$ cat src/crbet_pkg.sv
// Shared types and constants for the line-camera row binarizer and edge tracker.
// Used by the controller, the datapath and the top level. No dependencies.
package crbet_pkg;

  // Row geometry.
  localparam int ROW_WIDTH = 80;
  localparam int ROWS      = 60;

  // Derived widths.
  localparam int COL_W     = $clog2(ROW_WIDTH);
  localparam int PIX_CNT_W = $clog2(ROW_WIDTH + 1);
  localparam int STEP_W    = $clog2(ROW_WIDTH + 2);
  localparam int LINE_W    = 8;
  localparam int ROW_W     = 6;
  localparam int EDGE_W    = 7;
  localparam int PIX_W     = 8;

  localparam logic [LINE_W-1:0] LINE_MAX  = '1;
  localparam logic [LINE_W-1:0] LAST_LINE = LINE_W'(ROWS * 4 - 1);

  // Line phase within a group of four syncs.
  localparam logic [1:0] PH_CAPTURE  = 2'd1;
  localparam logic [1:0] PH_BINARIZE = 2'd2;
  localparam logic [1:0] PH_SEARCH   = 2'd3;

  // Configuration register reset values.
  localparam logic [PIX_W-1:0]  LEVEL_RST  = 8'd128;
  localparam logic [EDGE_W-1:0] CENTER_RST = 7'd40;

  typedef enum logic [1:0] {
    FUNC_FRAME = 2'd0,
    FUNC_SYNC  = 2'd1,
    FUNC_PIXEL = 2'd2
  } func_e;

  typedef enum logic {
    REG_BINARY_LEVEL = 1'b0,
    REG_FIRST_CENTER = 1'b1
  } reg_e;

  // Commands from the controller to the datapath.
  typedef struct packed {
    logic accept;
    logic bin_start;
    logic bin_step;
    logic find_start;
    logic rd_left;
    logic left_step;
    logic left_done;
    logic rd_right;
    logic right_step;
    logic right_done;
    logic emit;
  } cmd_t;

  // Status from the datapath to the controller.
  typedef struct packed {
    logic sync_bin;
    logic sync_find;
    logic bin_last;
    logic at_left_end;
    logic at_right_end;
    logic bin_bit;
    logic out_free;
  } status_t;

endpackage

$ cat src/crbet_ctrl.sv
// Sequencing controller for the row binarizer and edge tracker.
// Depends on crbet_pkg for the command and status structs.
module crbet_ctrl import crbet_pkg::*; (
  input  logic    clk_i,
  input  logic    rst_ni,
  input  logic    in_valid_i,
  input  status_t status_i,
  output cmd_t    cmd_o,
  output logic    busy_o
);

  typedef enum logic [6:0] {
    S_IDLE = 7'b0000001,
    S_BIN  = 7'b0000010,
    S_LREQ = 7'b0000100,
    S_LCHK = 7'b0001000,
    S_RREQ = 7'b0010000,
    S_RCHK = 7'b0100000,
    S_EMIT = 7'b1000000
  } state_e;

  state_e state_q, state_d;

  always_comb begin
    state_d = state_q;
    cmd_o   = '0;
    case (state_q)
      S_IDLE: begin
        cmd_o.accept = in_valid_i;
        if (in_valid_i && status_i.sync_bin) begin
          cmd_o.bin_start = 1'b1;
          state_d = S_BIN;
        end else if (in_valid_i && status_i.sync_find) begin
          cmd_o.find_start = 1'b1;
          state_d = S_LREQ;
        end
      end
      S_BIN: begin
        cmd_o.bin_step = 1'b1;
        if (status_i.bin_last) begin
          state_d = S_IDLE;
        end
      end
      S_LREQ: begin
        if (status_i.at_left_end) begin
          cmd_o.left_done = 1'b1;
          state_d = S_RREQ;
        end else begin
          cmd_o.rd_left = 1'b1;
          state_d = S_LCHK;
        end
      end
      S_LCHK: begin
        if (status_i.bin_bit) begin
          cmd_o.left_step = 1'b1;
          state_d = S_LREQ;
        end else begin
          cmd_o.left_done = 1'b1;
          state_d = S_RREQ;
        end
      end
      S_RREQ: begin
        if (status_i.at_right_end) begin
          cmd_o.right_done = 1'b1;
          state_d = S_EMIT;
        end else begin
          cmd_o.rd_right = 1'b1;
          state_d = S_RCHK;
        end
      end
      S_RCHK: begin
        if (status_i.bin_bit) begin
          cmd_o.right_step = 1'b1;
          state_d = S_RREQ;
        end else begin
          cmd_o.right_done = 1'b1;
          state_d = S_EMIT;
        end
      end
      S_EMIT: begin
        if (status_i.out_free) begin
          cmd_o.emit = 1'b1;
          state_d = S_IDLE;
        end
      end
      default: begin
        state_d = S_IDLE;
      end
    endcase
  end

  always_ff @(posedge clk_i or negedge rst_ni) begin
    if (!rst_ni) begin
      state_q <= S_IDLE;
    end else begin
      state_q <= state_d;
    end
  end

  assign busy_o = (state_q != S_IDLE);

endmodule

$ cat src/crbet_dp.sv
// Datapath for the row binarizer and edge tracker: line counters, pixel and
// binary row memories, edge walkers and the result register. Uses crbet_pkg.
module crbet_dp import crbet_pkg::*; (
  input  logic              clk_i,
  input  logic              rst_ni,
  input  cmd_t              cmd_i,
  output status_t           status_o,
  input  logic [1:0]        func_i,
  input  logic [PIX_W-1:0]  pixel_i,
  input  logic [PIX_W-1:0]  level_i,
  input  logic [EDGE_W-1:0] center_i,
  input  logic              out_stall_i,
  output logic              out_valid_o,
  output logic [ROW_W-1:0]  row_index_o,
  output logic [EDGE_W-1:0] left_edge_o,
  output logic [EDGE_W-1:0] right_edge_o,
  output logic              last_row_o
);

  logic [LINE_W-1:0]    line_q;
  logic [PIX_CNT_W-1:0] pix_idx_q;
  logic [LINE_W-1:0]    line_next;
  logic                 row_ok_next;
  logic                 capture;

  logic [PIX_W-1:0] pix_mem [ROW_WIDTH];
  logic             bin_mem [ROW_WIDTH];
  logic [PIX_W-1:0] pix_rd_q;
  logic             bin_rd_q;

  logic [STEP_W-1:0] step_q;
  logic              raw_prev_q;
  logic              fill_prev_q;
  logic              raw_new;
  logic [COL_W-1:0]  bin_waddr;
  logic              bin_wval;
  logic              bin_we;
  logic              pix_re;

  logic [COL_W-1:0]  idx_q;
  logic [COL_W-1:0]  mid_q;
  logic [COL_W-1:0]  left_q;
  logic [COL_W-1:0]  right_q;
  logic [EDGE_W-1:0] prev_left_q;
  logic [EDGE_W-1:0] prev_right_q;
  logic [ROW_W-1:0]  row_q;
  logic              last_q;
  logic [EDGE_W-1:0] mid_raw;
  logic [8:0]        mid_ext;
  logic [COL_W-1:0]  mid_clamp;
  logic [COL_W-1:0]  bin_raddr;

  logic              out_valid_q;
  logic              out_free;

  // Counter update of a line sync: saturates at the top.
  assign line_next   = (line_q == LINE_MAX) ? line_q : line_q + LINE_W'(1);
  assign row_ok_next = (line_next[LINE_W-1:2] < ROW_W'(ROWS));

  assign status_o.sync_bin  = (func_i == FUNC_SYNC) && row_ok_next &&
                              (line_next[1:0] == PH_BINARIZE);
  assign status_o.sync_find = (func_i == FUNC_SYNC) && row_ok_next &&
                              (line_next[1:0] == PH_SEARCH);

  assign capture = cmd_i.accept && (func_i == FUNC_PIXEL) &&
                   (line_q[1:0] == PH_CAPTURE) &&
                   (line_q[LINE_W-1:2] < ROW_W'(ROWS)) &&
                   (pix_idx_q < PIX_CNT_W'(ROW_WIDTH));

  always_ff @(posedge clk_i or negedge rst_ni) begin
    if (!rst_ni) begin
      line_q    <= '0;
      pix_idx_q <= '0;
    end else if (cmd_i.accept) begin
      if (func_i == FUNC_FRAME) begin
        line_q    <= '0;
        pix_idx_q <= '0;
      end else if (func_i == FUNC_SYNC) begin
        line_q    <= line_next;
        pix_idx_q <= '0;
      end else if (capture) begin
        pix_idx_q <= pix_idx_q + PIX_CNT_W'(1);
      end
    end
  end

  // Pixel row memory: written by capture, read by the binarize sweep.
  assign pix_re = cmd_i.bin_step && (step_q < STEP_W'(ROW_WIDTH));

  always_ff @(posedge clk_i) begin
    if (capture) begin
      pix_mem[pix_idx_q[COL_W-1:0]] <= pixel_i;
    end
    if (pix_re) begin
      pix_rd_q <= pix_mem[step_q[COL_W-1:0]];
    end
  end

  // Binarize sweep. The thresholded bit of column s-1 arrives at step s, and
  // column s-2 is written with its gap fill once both neighbors are known.
  assign raw_new   = (pix_rd_q > level_i);
  assign bin_waddr = COL_W'(step_q - STEP_W'(2));
  assign bin_we    = cmd_i.bin_step && (step_q >= STEP_W'(2));
  assign bin_wval  = ((bin_waddr == '0) || (bin_waddr == COL_W'(ROW_WIDTH - 1))) ?
                     raw_prev_q : (raw_prev_q | (fill_prev_q & raw_new));

  assign status_o.bin_last = (step_q == STEP_W'(ROW_WIDTH + 1));

  always_ff @(posedge clk_i or negedge rst_ni) begin
    if (!rst_ni) begin
      step_q <= '0;
    end else if (cmd_i.bin_start) begin
      step_q <= '0;
    end else if (cmd_i.bin_step) begin
      step_q <= step_q + STEP_W'(1);
    end
  end

  always_ff @(posedge clk_i) begin
    if (cmd_i.bin_step && (step_q != '0)) begin
      raw_prev_q <= raw_new;
    end
    if (bin_we) begin
      fill_prev_q <= bin_wval;
    end
  end

  // Binary row memory: one write port for the sweep, one read for the walks.
  assign bin_raddr = cmd_i.rd_left ? (idx_q - COL_W'(1)) : (idx_q + COL_W'(1));

  always_ff @(posedge clk_i) begin
    if (bin_we) begin
      bin_mem[bin_waddr] <= bin_wval;
    end
    if (cmd_i.rd_left || cmd_i.rd_right) begin
      bin_rd_q <= bin_mem[bin_raddr];
    end
  end

  assign status_o.bin_bit      = bin_rd_q;
  assign status_o.at_left_end  = (idx_q == '0);
  assign status_o.at_right_end = (idx_q == COL_W'(ROW_WIDTH - 1));

  // Search start column, clamped into the interior of the row.
  assign mid_raw = (line_next[LINE_W-1:2] == '0) ? center_i :
                   EDGE_W'(({1'b0, prev_left_q} + {1'b0, prev_right_q}) >> 1);
  assign mid_ext = 9'(mid_raw);

  always_comb begin
    if (mid_ext < 9'd1) begin
      mid_clamp = COL_W'(1);
    end else if (mid_ext > 9'(ROW_WIDTH - 2)) begin
      mid_clamp = COL_W'(ROW_WIDTH - 2);
    end else begin
      mid_clamp = COL_W'(mid_ext);
    end
  end

  always_ff @(posedge clk_i) begin
    if (cmd_i.find_start) begin
      mid_q <= mid_clamp;
      idx_q <= mid_clamp - COL_W'(1);
      row_q <= line_next[LINE_W-1:2];
      last_q <= (line_next == LAST_LINE);
    end else if (cmd_i.left_step) begin
      idx_q <= idx_q - COL_W'(1);
    end else if (cmd_i.left_done) begin
      left_q <= idx_q;
      idx_q  <= mid_q + COL_W'(1);
    end else if (cmd_i.right_step) begin
      idx_q <= idx_q + COL_W'(1);
    end else if (cmd_i.right_done) begin
      right_q <= idx_q;
    end
  end

  // Result register and the edges that seed the next row's search.
  assign out_free          = !out_valid_q || !out_stall_i;
  assign status_o.out_free = out_free;

  always_ff @(posedge clk_i or negedge rst_ni) begin
    if (!rst_ni) begin
      out_valid_q  <= 1'b0;
      prev_left_q  <= '0;
      prev_right_q <= '0;
    end else begin
      if (cmd_i.emit) begin
        out_valid_q  <= 1'b1;
        prev_left_q  <= EDGE_W'(left_q);
        prev_right_q <= EDGE_W'(right_q);
      end else if (!out_stall_i) begin
        out_valid_q <= 1'b0;
      end
    end
  end

  always_ff @(posedge clk_i) begin
    if (cmd_i.emit) begin
      row_index_o  <= row_q;
      left_edge_o  <= EDGE_W'(left_q);
      right_edge_o <= EDGE_W'(right_q);
      last_row_o   <= last_q;
    end
  end

  assign out_valid_o = out_valid_q;

endmodule

$ cat src/camera_row_binarize_edge_track_core.sv
// Line-camera row binarizer and edge tracker, top level. Frame starts, pixels
// and plain syncs pass without holding the input; a binarize sync holds the
// input for a sweep of one pixel memory read per column; a search sync walks the
// binary row memory with a request state and a check state per column, plus
// any wait for a stalled result to leave the output register.
// Reset (rst_ni low, asynchronous) clears the counters, edges and output valid.
module camera_row_binarize_edge_track_core import crbet_pkg::*; (
  input  logic              clk_i,
  input  logic              rst_ni,
  // Input words from the camera stream.
  input  logic              in_valid_i,
  output logic              in_stall_o,
  input  logic [1:0]        func_i,
  input  logic [PIX_W-1:0]  pixel_i,
  // Result words, one per search sync.
  output logic              out_valid_o,
  input  logic              out_stall_i,
  output logic [ROW_W-1:0]  row_index_o,
  output logic [EDGE_W-1:0] left_edge_o,
  output logic [EDGE_W-1:0] right_edge_o,
  output logic              last_row_o,
  // Configuration port.
  input  logic              psel,
  input  logic              penable,
  input  logic              pwrite,
  input  logic [2:0]        paddr,
  input  logic [31:0]       pwdata,
  output logic [31:0]       prdata,
  output logic              pready
);

  // The block accepts a word only while the controller sits idle. Pixels and
  // syncs that need no row work go through without a stall. The sync that ends a
  // capture line starts a sweep that thresholds each stored pixel and fills
  // single-column gaps; the sync after it walks left and then right from the
  // start column through the binary row and loads the result register. A
  // pending result does not block the input: only the final load waits for
  // the output register to empty.

  logic [PIX_W-1:0]  level_q;
  logic [EDGE_W-1:0] center_q;
  logic              reg_sel;
  logic              busy;
  cmd_t              cmd;
  status_t           status;

  // Register file. Writes land at the access phase.
  assign pready  = 1'b1;
  assign reg_sel = paddr[2];

  always_ff @(posedge clk_i or negedge rst_ni) begin
    if (!rst_ni) begin
      level_q  <= LEVEL_RST;
      center_q <= CENTER_RST;
    end else if (psel && penable && pwrite) begin
      case (reg_sel)
        REG_BINARY_LEVEL: level_q  <= pwdata[PIX_W-1:0];
        REG_FIRST_CENTER: center_q <= pwdata[EDGE_W-1:0];
        default: begin
        end
      endcase
    end
  end

  always_comb begin
    case (reg_sel)
      REG_BINARY_LEVEL: prdata = 32'(level_q);
      REG_FIRST_CENTER: prdata = 32'(center_q);
      default:          prdata = '0;
    endcase
  end

  crbet_ctrl u_ctrl (
    .clk_i      (clk_i),
    .rst_ni     (rst_ni),
    .in_valid_i (in_valid_i),
    .status_i   (status),
    .cmd_o      (cmd),
    .busy_o     (busy)
  );

  crbet_dp u_dp (
    .clk_i        (clk_i),
    .rst_ni       (rst_ni),
    .cmd_i        (cmd),
    .status_o     (status),
    .func_i       (func_i),
    .pixel_i      (pixel_i),
    .level_i      (level_q),
    .center_i     (center_q),
    .out_stall_i  (out_stall_i),
    .out_valid_o  (out_valid_o),
    .row_index_o  (row_index_o),
    .left_edge_o  (left_edge_o),
    .right_edge_o (right_edge_o),
    .last_row_o   (last_row_o)
  );

  assign in_stall_o = busy;

  // The left edge lies left of the start column and the right edge right of it.
  a_edges_ordered: assert property (@(posedge clk_i) disable iff (!rst_ni)
    out_valid_o |-> (left_edge_o < right_edge_o))
    else $error("left edge not below right edge");

  // Edges stay inside the row.
  a_edges_in_row: assert property (@(posedge clk_i) disable iff (!rst_ni)
    out_valid_o |-> (right_edge_o <= EDGE_W'(ROW_WIDTH - 1)))
    else $error("right edge beyond row");

  // A new result only comes out of a search, during which input is held off.
  a_result_from_search: assert property (@(posedge clk_i) disable iff (!rst_ni)
    $rose(out_valid_o) |-> $past(in_stall_o))
    else $error("result appeared without a search");

endmodule

$ cat config.mk
export PLATFORM = sky130hd
export DESIGN_NAME = camera_row_binarize_edge_track_core
export DESIGN_NICKNAME = d
export VERILOG_FILES = /design/src/crbet_pkg.sv /design/src/crbet_ctrl.sv /design/src/crbet_dp.sv /design/src/camera_row_binarize_edge_track_core.sv
export SDC_FILE = /design/constraint.sdc
export NUM_CORES = 1
export LEC_CHECK = 0
export ABC_AREA = 1
export BUFFER_PORTS_ARGS = -buffer_cell sky130_fd_sc_hd__buf_2
export CAP_MARGIN = 20
export CORE_MARGIN = 10
export CORE_UTILIZATION = 45
export DETAILED_ROUTE_END_ITERATION = 10
export PLACE_DENSITY_LB_ADDON = 0.08
export SYNTH_ARGS = -nofsm -noshare
export SYNTH_HDL_FRONTEND = slang
export SYNTH_SLANG_ARGS = --single-unit
$ cat constraint.sdc
create_clock -name clk_i -period 7.1 [get_ports clk_i]
set_clock_uncertainty 0.1 [all_clocks]
set_input_delay 1.065 -clock clk_i [delete_from_list [all_inputs] [get_ports clk_i]]
set_output_delay 1.065 -clock clk_i [all_outputs]
set_load 0.01 [all_outputs]
Yosys cells after proc, flatten, opt, wreduce, memory -nomap -nowiden:

Memories as Yosys holds them, arrays and structs flattened. A register that Yosys moved wholly into a read port is not among the register bits.
Index checks and enable logic that the tools add are counted.

* $add $sub $neg: 9
* order comparisons: 8
* eq/ne operators: 22
* multiplexer cells: 53
* bitwise operators: 7
* reduce and logical (&&, ||, !) cells: 35

Operators with widths (number)
* 2-to-1 mux 7 bit: 19
* case mux 32 bit (2 select lines): 1
* case mux 7 bit (7 select lines): 1
* adder 7 x 1 -> 7 bit, second input constant: 4
* == test 7 bit, second input constant: 4
* 2-to-1 mux 1 bit: 24
* 2-to-1 mux 8 bit: 3
* == test 8 bit, second input constant: 2
* logical AND 1 bit: 14
* zero test 7 bit: 2
* < comparator 7 bit, second input constant: 2
* subtractor 7 x 1 -> 7 bit, second input constant: 2
* < comparator 6 bit, second input constant: 2
* 2-to-1 mux 5 bit: 2
* adder 7 x 7 -> 8 bit: 1
* adder 8 x 1 -> 8 bit, second input constant: 1
* greater-than comparator 8 bit: 1
* AND reduction 2 bit: 4
* == test 7 x 1 -> 1 bit, second input constant: 1
* == test 7 x 2 -> 1 bit, second input constant: 1
* == test 7 x 3 -> 1 bit, second input constant: 1
* == test 7 x 4 -> 1 bit, second input constant: 1
* == test 7 x 5 -> 1 bit, second input constant: 1
* == test 7 x 6 -> 1 bit, second input constant: 1
* other kinds (25): 39

* register bits after elaboration: 117
* bits in writable memories: 720
* bits of input ports: 52
* output and inout port bits: 56
* word-level logic and storage cells: 157
* memories: 2

Memories
* u_dp.pix_mem: depth 80, bits a word 8, read ports 1, clocked after memory_dff 1, write ports 1, RTL line crbet_dp.sv:26 `logic [PIX_W-1:0] pix_mem [ROW_WIDTH];`
* u_dp.bin_mem: depth 80, bits a word 1, read ports 1, clocked after memory_dff 1, write ports 1, RTL line crbet_dp.sv:27 `logic bin_mem [ROW_WIDTH];`

Longest topological paths before layout:

* depth in word-level cells: 15
* mapped depth: 21
* gate-level depth less buffers: 21

Modules after synthesis:

A second synthesis with hierarchy kept.

* cell total of the unflattened synthesis: 3119
* area total of the unflattened synthesis: 35749.3 um^2

By module, submodules not included
* crbet_dp: instances 1, cells each 2920, area each 34312.9 um^2, seq. area each 24558.6 um^2
* camera_row_binarize_edge_track_core: instances 1, cells each 120, area each 912.1 um^2, seq. area each 379.1 um^2
* crbet_ctrl: instances 1, cells each 79, area each 524.3 um^2, seq. area each 176.4 um^2

Least setup slack after synthesis:

OpenSTA, ideal clock, no wires.

* kind: register -> register
* from: register u_dp.step_q[1]
* to: memory u_dp.bin_mem[0], data pin
* setup time: 0.323 ns
* data arrival time: 2.618 ns
* data required time: 6.677 ns
* path slack: 4.059 ns
* cell stages (with the launch flop): 11
* buffers on the path: 2
* clock period less this slack: 3.041 ns
* cell sequence: dfrtp_1 inv_1 clkbuf_1 clkbuf_1 ha_1 inv_1 nor2_1 inv_1 o21a_1 o2111ai_1 a31o_2

* cells in the longest elaborated chain, start to end: 4
* elaborated cells on any way between the ends: 5
* those cells by class: add/sub (1); eq/ne (1); mux (1); reduce/logical (2)

Ends and longest elaborated chain
* from (decl): RTL line crbet_dp.sv:31 `logic [STEP_W-1:0] step_q;`
* from (signal assigned): RTL line crbet_dp.sv:115 `step_q <= step_q + STEP_W'(1);`
* subtractor 7 x 2 -> 7 bit (*): RTL line crbet_dp.sv:102 `assign bin_waddr = COL_W'(step_q - STEP_W'(2));`
* == test 7 bit / zero test 7 bit (equally long branches): RTL line crbet_dp.sv:104 `assign bin_wval = ((bin_waddr == '0) || (bin_waddr == COL_W'(ROW_WIDTH - 1))) ?`
* logical OR 1 bit (*): RTL line crbet_dp.sv:104
* 2-to-1 mux 1 bit (*): RTL line crbet_dp.sv:104
* net u_dp.bin_wval: RTL line crbet_dp.sv:36 `logic bin_wval;`
* to (decl): RTL line crbet_dp.sv:27

The timed path passes the listed nets; every way through them passes the cells marked *.

Worst setup path after layout:

* from: register u_dp.step_q[0]
* to: register u_dp.pix_rd_q[1], read port of u_dp.pix_mem, data pin

* cells in the longest elaborated chain, start to end: 2

Ends and longest elaborated chain
* < comparator 7 bit: RTL line crbet_dp.sv:88 `assign pix_re = cmd_i.bin_step && (step_q < STEP_W'(ROW_WIDTH));`
* logical AND 1 bit: RTL line crbet_dp.sv:88
* to (decl): RTL line crbet_dp.sv:28 `logic [PIX_W-1:0] pix_rd_q;`

Several ways; a longest one is shown, not always the timed one.
A chain may end at the register's enable or synchronous reset.

==> qor.tcl <==
set qor(status) {complete, no violations}
set qor(critPathMostFrequentCell) {buf_4}
set qor(insertion_delay_ns) 0.65
set qor(crit_path_max_fanout) 83
set qor(series_of_cell_instances_along_the_critical_path) {buf_4 -> buf_4 -> o21ai_0 -> o22ai_1 -> nand2_1 -> a41oi_1 -> a221oi_1 -> a21oi_1}
set qor(xor_and_xnor_area_share_after_synthesis_pct) 0.6675
set qor(slew-limit-headroom_pct) 31.71
set qor(clock_sink_count) 846
set qor(worst_setup_path_start_kind) {flip-flop}
set qor(cts_htree_levels) 3
set qor(num_io_pins) 108
set qor(numnets_final) 3105
set qor(min-delay-path-class) {reg2reg}
set qor(gr_overflow_total) 0
set qor(cp.arrival_ns) 4.82
set qor(clkSlewWorstSetupHoldPaths_ns) 0.06
set qor(tritoncts) {yes}
set qor(final_core_utilization_pct) 50.67
set qor(critical_path.endpoint_type) {flip-flop}
set qor(floorplan.core_area_um2) 77720
set qor(grt_start_max_net_pins) 174
set qor(post-route-drc-count) 0
set qor(multi_input_area_um2) 9200
set qor(synth.yosys.seq_area_share_pct) 70.89
set qor(criticalPathCategory) {reg2reg}
set qor(io_buffer_count) 56
set qor(ys_top_cells_by_count) {edfxtp_1 (787), nor2_1 (535), nand2_1 (417)}
set qor(post_route_cells_drive_above_1_share_pct) 8.220
set qor(hold_path_end) {u_dp.last_row_o}
set qor(synth-adder-area-share_pct) 1.187
set qor(regToRegSetupSlack_ns) 2.60
set qor(start_util_pct) 45.58
set qor(yosys-top-cells-area) {edfxtp_1 (67%), nor2_1 (5.7%), o21ai_0 (5.0%)}
set qor(yosysMostFrequentCell) {edfxtp_1}
set qor(fp.dieW_um) 300.6
set qor(post-route-period-util_pct) 63.31
set qor(max_freq_mhz) 222.5
set qor(fill_cells) 6777
set qor(post_cts_resize_count) 0
set qor(synth_cell_type_count) 61
set qor(compound_gate_portion_of_the_synthesized_area_pct) 9.966
set qor(gp_congestion) 0.8285
set qor(synthArstFlopShare_pct) 6.974
set qor(cts-buffers-inserted) 90
set qor(finalSetupViolCount) 0
set qor(hold_buffers) 0
set qor(cp_slowest_cell) {dfrtp_4}
set qor(routed_wire_length_per_instance_um) 22.39
set qor(cts.repair_timing.setup_buffer_count) 0
set qor(all_layer_global_routing_usage_pct) 20.18
set qor(syn-instance-count) 2993
set qor(routed_via_density) 5.571
set qor(ctsRootBufferMaster) {clkbuf_16}
set qor(drt-total-wl_mm) 92.48
set qor(cts_buffer_depth) 3
set qor(timing.max_cap.violations) 0
set qor(power_leakage_uw) 0.01367
set qor(first_global_vias) 22507
set qor(flow.area_growth_from_synthesis_pct) 11.15
set qor(rows) 102
set qor(critPathBufInv) 2
set qor(final_max_slew_viol_count) 0
set qor(synth.avg_cell_area_um2) 11.84
set qor(yosys-mux-area-fraction_pct) 0.2260
set qor(post_synth_instance_area_um2) 35430
set qor(r2r_end) {u_dp.pix_rd_q[1]}
set qor(die-height_um) 300.6
set qor(rsz0062_at_grt) {false}
set qor(synth_top_family_by_area) {simple AND/OR/NAND/NOR gates}
set qor(r2r_start) {u_dp.step_q[0]}
set qor(min_from) {u_dp.last_q}
set qor(synth_edf_count) 787
set qor(grt_first_pass_wirelength_mm) 139.8
set qor(finalWorstPathRequiredPeriod_ns) 4.495
set qor(netlist.area_leader.share_pct) 66.70
set qor(die-area_um2) 90350
set qor(cpPeakStageDelay_ns) 1.03
set qor(dominantRegCellSynth) {edfxtp_1}
set qor(sequential_cell_area_um2) 25120
set qor(iteration_0_drc_markers) 1905
set qor(required_ns) 7.42
set qor(final.setup.tns_ns) 0
set qor(yosys.area_share.simple_pct) 13.59
set qor(max-vdd-ir-drop_uv) 193.6
set qor(synth-seq-cells) 846
set qor(worstRegToRegCells) 8
set qor(hold_violation_count_in_the_final_report) 0
set qor(cp_top_family) {buffers and inverters}
set qor(synth_area_leader_cell) {edfxtp_1}
set qor(route.antenna.remaining_nets) 0
set qor(hpwl_mm) 53.44
set qor(synth-warning-count) 0
set qor(pwr_density_cell_nw_per_um2) 303.3
set qor(antennaDiodeCount) 0
set qor(antenna_violations_before_repair) 0
set qor(via_count) 23009
set qor(worst_pin_slew_ns) 1.024
set qor(drt_first_pass_iters) 6
set qor(min_path_cells) 0
-- layout by cell type, fill, tap and decap left out, drive strengths merged, types with 2 or more instances in the layout --
cell,count
xor2,20
a21oi,32
o211ai,9
nor3,12
a31oi,2
a32o,2
nor4,8
o21ai,359
buf,85
nand4,30
a221oi,15
a22o,6
o31ai,2
bufinv,2
mux2i,8
o22ai,160
o21bai,2
clkinvlp,2
conb,25
ha,32
a41oi,8
or2,2
dfrtp,55
inv,118
a211oi,4
nand2,430
nand3,128
clkbuf,117
edfxtp,787
clkinv,48
nand3b,6
nor2,544
o311ai,2
xnor2,7
dfstp,4
o221ai,4
a22oi,3
-- metrics by stage --
stage / cells / total power, uW / setup slack, ns / hold WS, ns / instance area, um^2
3_3_place_gp: 3965 / 7651 / 2.731 / 0.3084 / 36600
6_report: 4130 / 11940 / 2.605 / 0.3208 / 39380
4_1_cts: 4129 / 12030 / 2.683 / 0.3236 / 39350
2_1_floorplan: 3016 / 7014 / 4.059 / 0.3003 / 35520
5_1_grt: 4130 / 12470 / 2.346 / 0.3424 / 39380
3_5_place_dp: 3967 / 7694 / 2.705 / 0.3090 / 36660
-- power by group --
group          total (uW)  internal [uW]  switching [uW]
Sequential           5640           5530             104
Combinational        1960            559            1400
Clock                4350           2440            1910
Total               11900           8530            3410
-- worst max-delay path by stage --
stage / from / end / slack [ns] / cells after the start
global placement: u_dp.idx_q[0] / u_dp.bin_rd_q / 2.73 / 17
CTS: u_dp.idx_q[0] / u_dp.bin_rd_q / 2.68 / 17
finish: u_dp.step_q[0] / u_dp.pix_rd_q[1] / 2.60 / 8
detailed placement: u_dp.idx_q[0] / u_dp.bin_rd_q / 2.70 / 17
global route: u_dp.step_q[0] / u_dp.pix_rd_q[1] / 2.35 / 8
floorplan: u_dp.step_q[1] / u_dp.bin_mem[0] / 4.06 / 10
-- kinds of logic after synthesis --
| kind of cell | after synthesis |
|---|---|
| fa+ha+maj | 33 |
| buf+inv | 298 |
| other cells | 2 |
| flops | 846 |
| mux | 8 |
| compound gates | 616 |
| xor+xnor | 27 |
| simple gates | 1163 |
-- state kept, by name, summed over array words and instances (netlist names), 7 cells and up --
signal	flops
center_q	7
level_q	8
u_ctrl.state_q	7
u_dp.bin_mem	80
u_dp.idx_q	7
u_dp.left_edge_o	7
u_dp.left_q	7
u_dp.line_q	8
u_dp.mid_q	7
u_dp.pix_idx_q	7
u_dp.pix_mem	640
u_dp.pix_rd_q	8
u_dp.prev_left_q	7
u_dp.prev_right_q	7
u_dp.right_edge_o	7
u_dp.right_q	7
u_dp.step_q	7
-- routing by layer --
metal	part of all wire, %	global-route usage, %	wire, um	vias up
met5	0	0	0	-
met4	3.6	7.180	3297	0
met3	6.0	3.421	5584	176
met2	48	32.82	44090	703
met1	43	27.11	39510	11361
li1	-	-	-	10769
-- area by class of cell --
cell class	count	area share, %
clock inverter	45	0.7880
clock buffer	117	6.056
inverter	125	1.217
multi-input combinational	1872	23.36
sequential	846	63.79
timing repair buffer	85	1.481
tap	1040	3.304
Note: power is estimated with default switching activity, not from simulation.
